<file path="config.mk">
export PLATFORM = sky130hd
export DESIGN_NAME = ddpmm_front
export DESIGN_NICKNAME = d
export VERILOG_FILES = /design/src/sv/ddpmm_pkg.sv /design/src/sv/ddpmm_front.sv
export SDC_FILE = /design/constraint.sdc
export NUM_CORES = 1
export LEC_CHECK = 0
export ABC_AREA = 1
export BUFFER_PORTS_ARGS = -buffer_cell sky130_fd_sc_hd__buf_2
export CELL_PAD_IN_SITES_DETAIL_PLACEMENT = 1
export CELL_PAD_IN_SITES_GLOBAL_PLACEMENT = 1
export CORE_MARGIN = 10
export CORE_UTILIZATION = 40
export CTS_CLUSTER_SIZE = 28
export DETAILED_ROUTE_END_ITERATION = 8
export PLACE_DENSITY = 0.87
export SKIP_LAST_GASP = 1
export SLEW_MARGIN = 40
export SYNTH_ARGS = -nofsm -noshare
export SYNTH_HDL_FRONTEND = slang
export SYNTH_SLANG_ARGS = --single-unit
</file>
<file path="constraint.sdc">
create_clock -name clock -period 2.72 [get_ports clock]
set_input_delay 0.272 -clock clock [delete_from_list [all_inputs] [get_ports clock]]
set_output_delay 0.272 -clock clock [all_outputs]
set_load 0.01 [all_outputs]
</file>
<file path="src/sv/ddpmm_pkg.sv">
// ----------------------------------------------------------------------------
// ddpmm_pkg
// Shared types and constants of the dot-product engine for G = A * B^T.
// ----------------------------------------------------------------------------
package ddpmm_pkg;

   // Store geometry.
   localparam int MAX_ROWS = 64;
   localparam int MAX_LEN  = 64;
   localparam int DEPTH    = MAX_ROWS * MAX_LEN;
   localparam int ADDR_W   = $clog2(DEPTH);
   localparam int LEN_W    = $clog2(MAX_LEN + 1);

   // Payload widths.
   localparam int MODE_W  = 2;
   localparam int ROW_W   = 6;
   localparam int COL_W   = 6;
   localparam int VALUE_W = 16;
   localparam int SUM_W   = 38;
   localparam int PROD_W  = 2 * VALUE_W;
   localparam int ACC_W   = PROD_W + LEN_W;
   localparam int EXT_W   = (ACC_W > SUM_W) ? ACC_W : SUM_W;

   // Configuration port.
   localparam int CFG_W     = 7;
   localparam int CSR_IDX_W = 2;
   localparam logic [CFG_W-1:0]     CFG_RESET  = 7'd64;
   localparam logic [CSR_IDX_W-1:0] CSR_M_ROWS = 2'd0;
   localparam logic [CSR_IDX_W-1:0] CSR_K_ROWS = 2'd1;
   localparam logic [CSR_IDX_W-1:0] CSR_N_LEN  = 2'd2;

   // Request modes.
   localparam logic [MODE_W-1:0] MODE_LOAD_A = 2'd0;
   localparam logic [MODE_W-1:0] MODE_LOAD_B = 2'd1;
   localparam logic [MODE_W-1:0] MODE_QUERY  = 2'd2;

   // Queue between front and back.
   localparam int QDEPTH  = 2;
   localparam int QPTR_W  = $clog2(QDEPTH);
   localparam int QCNT_W  = $clog2(QDEPTH + 1);

   typedef enum logic [1:0] {
      KIND_LOAD_A,
      KIND_LOAD_B,
      KIND_QUERY
   } kind_type;

   typedef struct packed {
      kind_type                   kind;
      logic [ROW_W-1:0]           row;
      logic [COL_W-1:0]           col;
      logic signed [VALUE_W-1:0]  value;
      logic                       bad;
      logic [LEN_W-1:0]           len;
   } qentry_type;

   typedef enum logic [1:0] {
      ST_IDLE,
      ST_RUN,
      ST_DRAIN
   } state_type;

endpackage

</file>
<file path="src/sv/ddpmm_front.sv">
// ----------------------------------------------------------------------------
// ddpmm_front
// Accepts request beats, holds the configuration registers, classifies each
// request and places each query and each in-range load in a short queue for the back end.
// ----------------------------------------------------------------------------
module ddpmm_front import ddpmm_pkg::*; (
   input  logic                       clock,
   input  logic                       reset,
   input  logic                       csr_wr_en,
   input  logic [CSR_IDX_W-1:0]       csr_index,
   input  logic [CFG_W-1:0]           csr_wdata,
   input  logic                       req_valid,
   output logic                       req_stall,
   input  logic [MODE_W-1:0]          req_mode,
   input  logic [ROW_W-1:0]           req_row,
   input  logic [COL_W-1:0]           req_col,
   input  logic signed [VALUE_W-1:0]  req_value,
   output logic                       q_vld,
   output qentry_type                 q_head,
   input  logic                       q_pop
);

   logic [CFG_W-1:0]  m_rows_ff, k_rows_ff, n_len_ff;
   qentry_type        q_mem_ff [QDEPTH];
   logic [QPTR_W-1:0] wr_ptr_ff, wr_ptr_in, rd_ptr_ff, rd_ptr_in;
   logic [QCNT_W-1:0] count_ff, count_in;

   logic       accept;
   logic       push;
   logic       load_ok;
   qentry_type entry;

   always_ff @(posedge clock) begin
      if (reset) begin
         m_rows_ff <= CFG_RESET;
         k_rows_ff <= CFG_RESET;
         n_len_ff  <= CFG_RESET;
      end else if (csr_wr_en) begin
         case (csr_index)
            CSR_M_ROWS: m_rows_ff <= csr_wdata;
            CSR_K_ROWS: k_rows_ff <= csr_wdata;
            CSR_N_LEN:  n_len_ff  <= csr_wdata;
            default:    ;
         endcase
      end
   end

   assign req_stall = (count_ff == QCNT_W'(QDEPTH));
   assign accept    = req_valid && !req_stall;
   assign load_ok   = (32'(req_row) < MAX_ROWS) && (32'(req_col) < MAX_LEN);

   always_comb begin
      entry.row   = req_row;
      entry.col   = req_col;
      entry.value = req_value;
      entry.bad   = ({1'b0, req_row} >= m_rows_ff) || (32'(req_row) >= MAX_ROWS) ||
                    ({1'b0, req_col} >= k_rows_ff) || (32'(req_col) >= MAX_ROWS);
      entry.len   = (32'(n_len_ff) > MAX_LEN) ? LEN_W'(MAX_LEN) : LEN_W'(n_len_ff);
      entry.kind  = KIND_QUERY;
      push        = 1'b0;
      unique case (req_mode)
         MODE_LOAD_A: begin
            entry.kind = KIND_LOAD_A;
            push       = accept && load_ok;
         end
         MODE_LOAD_B: begin
            entry.kind = KIND_LOAD_B;
            push       = accept && load_ok;
         end
         MODE_QUERY: begin
            entry.kind = KIND_QUERY;
            push       = accept;
         end
         default: begin
            // The unused mode is taken and dropped.
            push = 1'b0;
         end
      endcase
   end

   always_comb begin
      wr_ptr_in = push  ? wr_ptr_ff + 1'b1 : wr_ptr_ff;
      rd_ptr_in = q_pop ? rd_ptr_ff + 1'b1 : rd_ptr_ff;
      count_in  = count_ff;
      if (push && !q_pop) begin
         count_in = count_ff + 1'b1;
      end else if (!push && q_pop) begin
         count_in = count_ff - 1'b1;
      end
   end

   always_ff @(posedge clock) begin
      if (reset) begin
         wr_ptr_ff <= '0;
         rd_ptr_ff <= '0;
         count_ff  <= '0;
      end else begin
         wr_ptr_ff <= wr_ptr_in;
         rd_ptr_ff <= rd_ptr_in;
         count_ff  <= count_in;
      end
   end

   always_ff @(posedge clock) begin
      if (push) begin
         q_mem_ff[wr_ptr_ff] <= entry;
      end
   end

   assign q_vld  = (count_ff != '0);
   assign q_head = q_mem_ff[rd_ptr_ff];

endmodule

</file>
# [Yosys cells after proc, flatten, opt, wreduce, memory -nomap -nowiden]
# Memories as Yosys holds them, arrays and structs flattened. A register that Yosys moved wholly into a read port is not among the register bits.
# Index checks and enable logic that the tools add are counted.
[word_totals] wordCells=43 out_inout_bits=40 ram_bits=76 register_bits=25 in_bits=44 memories=1
[op_classes] n_lt_le_gt_ge=3 n_addsub=4 eq_ne=5 reduce_logical=15 muxes=9
[memory_table] name="q_mem_ff" depth=2 width=38 read_ports=1 rd_clocked_by_memory_dff=1 write_ports=1 line="ddpmm_front.sv:24" rtl="qentry_type q_mem_ff [QDEPTH];"
[ops] cell="$ge 6x7->1" count=2
[ops] cell="$gt 7x7->1 const B" count=1
[ops] cell="$mux 7" count=1
[ops] cell="$eq 2x2->1 const B" count=3
[ops] cell="$reduce_and 2->1" count=3
[ops] cell="$mux 1" count=5
[ops] cell="$eq 2x1->1 const B" count=2
[ops] cell="$logic_not 2->1" count=2
[ops] cell="$mux 2" count=2
[ops] cell="$pmux 2 s2" count=1
[ops] cell="$reduce_bool 2->1" count=2
[ops] cell="$logic_and 1x1->1" count=3
[ops] cell="$logic_not 1->1" count=3
[ops] cell="$reduce_or 3->1" count=1
[ops] cell="$add 1x1->1 const B" count=2
[ops] cell="$add 2x1->2 const B" count=1
[ops] cell="$sub 2x1->2 const B" count=1
[ops] cell="$logic_or 1x1->1" count=1

# [Logic depth before layout (Yosys ltp)]
[depth] ltp_word=8 ltp_mapped=10 ltp_nobuf=10

# [Least setup slack after synthesis]
# OpenSTA, ideal clock, no wires.
[synth_timing] path_type="flip-flop to flip-flop" from="reg count_ff[1]" to="mem q_mem_ff[0][0] in the netlist's numbering, enable pin" n_path_buf=0 required_ns=2.287 arrival_ns=2.252 path_stages_with_launch=6 setup_time_ns=0.433 slack_ns=0.035 period_less_slack_ns=2.685 cell_sequence="dfxtp_1 -> inv_1 -> nor2_2 -> nor2_2 -> inv_1 -> nor2_1"
[synth_between] elab_chain_len=6
[synth_lines] element="start, declared" line="ddpmm_front.sv:26" rtl="logic [QCNT_W-1:0] count_ff, count_in;"
[synth_lines] element="start signal, assigned" line="ddpmm_front.sv:100" rtl="count_ff <= count_in;"
[synth_lines] element="$eq 2x2->1" line="ddpmm_front.sv:48" rtl="assign req_stall = (count_ff == QCNT_W'(QDEPTH));"
[synth_lines] element="net req_stall" line="ddpmm_front.sv:13" rtl="output logic req_stall,"
[synth_lines] element="$logic_not 1->1" line="ddpmm_front.sv:49" rtl="assign accept = req_valid && !req_stall;"
[synth_lines] element="$logic_and 1x1->1" line="ddpmm_front.sv:49"
[synth_lines] element="$mux 1" line="ddpmm_front.sv:61" rtl="unique case (req_mode)"
[synth_lines] element="$mux 1" line="ddpmm_front.sv:105" rtl="if (push) begin"
[synth_lines] element="$mux 1 (implied by the code)" line="ddpmm_front.sv:106" rtl="q_mem_ff[wr_ptr_ff] <= entry;"
[synth_lines] element="end, declared" line="ddpmm_front.sv:24"
# The timed path passes the listed nets, and every way through them passes these cells.

==> flow_summary.toml <==
[status]
status = "complete, no violations"

[critical_path]
slowest_delay_ps = 570
cp_max_fo = 16
cp_cell_sequence = "buf_4 -> mux2_2 -> buf_2"
critPathCaptureType = "primary output"
start_kind = "register"
worstSetupPathType = "reg2out"
crit_slowest_cell = "dfxtp_2"
worst-endpoint-arrival_ps = 1810
crit_required_ps = 2450

[finish]
layout_common_cells = "buf_2, edfxtp_1, inv_1"
num-nets-final = 460
area.growth.synth_to_final_pct = 18.13
layout_commonest_cell = "buf_2"
drive_gt1_share_pct = 36.03
antenna_cells = 0

[logic_synthesis]
ys_seq_area_share_pct = 66.79
ys_types = 21
syn-cell-area_um2 = 4197
netlist_instances = 315
avgSynthCellArea_um2 = 13.32
ys_warn_count = 0
synth_fp_nets = 372
ys_seq_elements = 102

[cts]
htreeDepth = 3
cts_setup_buffers = 0
ctsResizeCount = 0
cts.sinks = 102
cts_buffer_depth = 2
cts_hold_buf = 0
cts_buffers = 9
cts_tree = "built"
clkTransAtPathRegs_ps = 100
cts_root_buf = "clkbuf_8"
worstSkewPairLatency_ps = 360

[run]
max_cap_violations = 0

[pwr]
ir_drop_uv = 265.7
p_per_area_nw_per_um2 = 646.6
p_leak_nw = 2.039
total_power_mw = 3.205

[floorplanning]
std_cell_rows = 37
io_pins = 84
core_um2 = 10280
die_area_um2 = 14990
die_width_um = 122.4
initial_core_util_pct = 40.83
die_h_um = 122.4

[global_route]
track_usage_pct = 11.82
grt-ovfl-total = 0
antenna_found_initial = 1
grt_pass1_vias = 2773
grt_first_pass_wirelength_um = 13870
grt_max_degree = 31

[placed_design]
place_congestion = 0.7665
io_buffers = 83
place_hpwl_um = 7062

[timing]
rsz0062_at_grt = "no"
slew_violations = 0
setup_violations = 0
hold_viol = 0
fin_setup_tns_ps = 0
max_freq_ghz = 0.4813
relSlewSlack_pct = 56.73
finClkSkew_ps = 13.05
finalCriticalPeriod_ps = 2078
tightest_slew_ps = 647.4
fin_crit_sh_pct = 76.38

[drt]
avgViaCountPerCell = 4.708
via_count = 2561
wire_per_inst_um = 16.28
firstDrtPassIters = 4
wl_um = 8858
ant_nets = 0
drc_errors = 0
initialDrtViolationCount = 78

[worst_hold_path]
hold_path_class = "in2reg"
## per-layer routing
metal | part of all wire [%] | up-vias | wire length [µm] | track usage [%]
met5 | 0.15 | - | 13 | 0
met1 | 41 | 1229 | 3635 | 12.84
met4 | 1.4 | 2 | 127 | 3.240
met3 | 6.6 | 12 | 586 | 5.005
met2 | 51 | 59 | 4495 | 20.73
li1 | - | 1259 | - | -
## flip-flops by register name (all words and copies together), names as in the netlist, named ones only
name,cells
q_mem_ff,76
n_len_ff,7
rd_ptr_ff,1
m_rows_ff,7
k_rows_ff,7
count_ff,2
wr_ptr_ff,1
## cell families after synthesis
family	count (synthesis)	synth area share, %
AOI/OAI and AO/OA	42	5.247
xor gates and xnor gates	1	0.2087
adders and majority gates	13	3.876
buffers and inverters	52	5.426
DFF	102	66.79
muxes	38	11.99
and+or+nand+nor	67	6.470
## synth_stat cells
master,count,area share (%)
o211ai_1,2,0.36
nand4_1,1,0.15
buf_4,1,0.18
o21ai_0,20,2.4
nand2_1,30,2.7
nand3_1,7,0.83
ha_1,13,3.9
xnor2_1,1,0.21
mux2_2,18,4.8
a21oi_1,18,2.1
nor2_2,3,0.45
a21boi_0,2,0.36
clkbuf_1,2,0.18
nor3_1,1,0.12
buf_6,3,0.80
inv_1,41,3.7
nor2_1,25,2.2
buf_2,5,0.60
edfxtp_1,76,54
dfxtp_1,26,12
mux2_4,20,7.2
## stage by stage
stage | hold slack, ps | util [%] | area [µm²] | worst slack [ps] | cells
4_1_cts | 75.48 | 48.23 | 4957 | 586.8 | 544
3_3_place_gp | 450.6 | 46.31 | 4760 | 838.2 | 528
2_1_floorplan | 344.4 | - | 4197 | 34.92 | 315
3_5_place_dp | 457.0 | 46.31 | 4760 | 795.0 | 528
5_1_grt | 58.35 | 48.23 | 4957 | 500.9 | 544
6_report | 92.53 | 48.23 | 4957 | 642.3 | 544
## power breakdown
group / switching, mW / internal, mW
clock: 0.498 / 0.428
combinational: 0.253 / 0.207
sequential: 0.0387 / 1.78
total: 0.790 / 2.42
## critical path: cells and delay by family, from the launching register on
kind | cells | cell delay, ps
buffers and inverters | 2 | 500
DFF | 1 | 570
muxes | 1 | 370
## worst paths after layout
| check | startpoint | to | slack (ps) | cells past startpoint |
|---|---|---|---|---|
| worst max-delay path | register | q_head[7] | 640 | 3 |
| worst min-delay path | reset | register | 90 | 2 |
| worst max register to register | count_ff[1] | q_mem_ff[1][34] | 840 | 6 |
| worst min register to register | k_rows_ff[3] | k_rows_ff[3] | 460 | 2 |
## final cells by class
type | instances | area (µm²)
Clock inverter | 7 | 73.82
Fill cell | 1126 | 5320
Sequential cell | 102 | 2804
Tap cell | 136 | 170.2
Inverter | 41 | 153.9
Clock buffer | 9 | 123.9
Timing Repair Buffer | 88 | 452.9
Multi-Input combinational cell | 161 | 1179
Power figures use the tool's default switching activity.
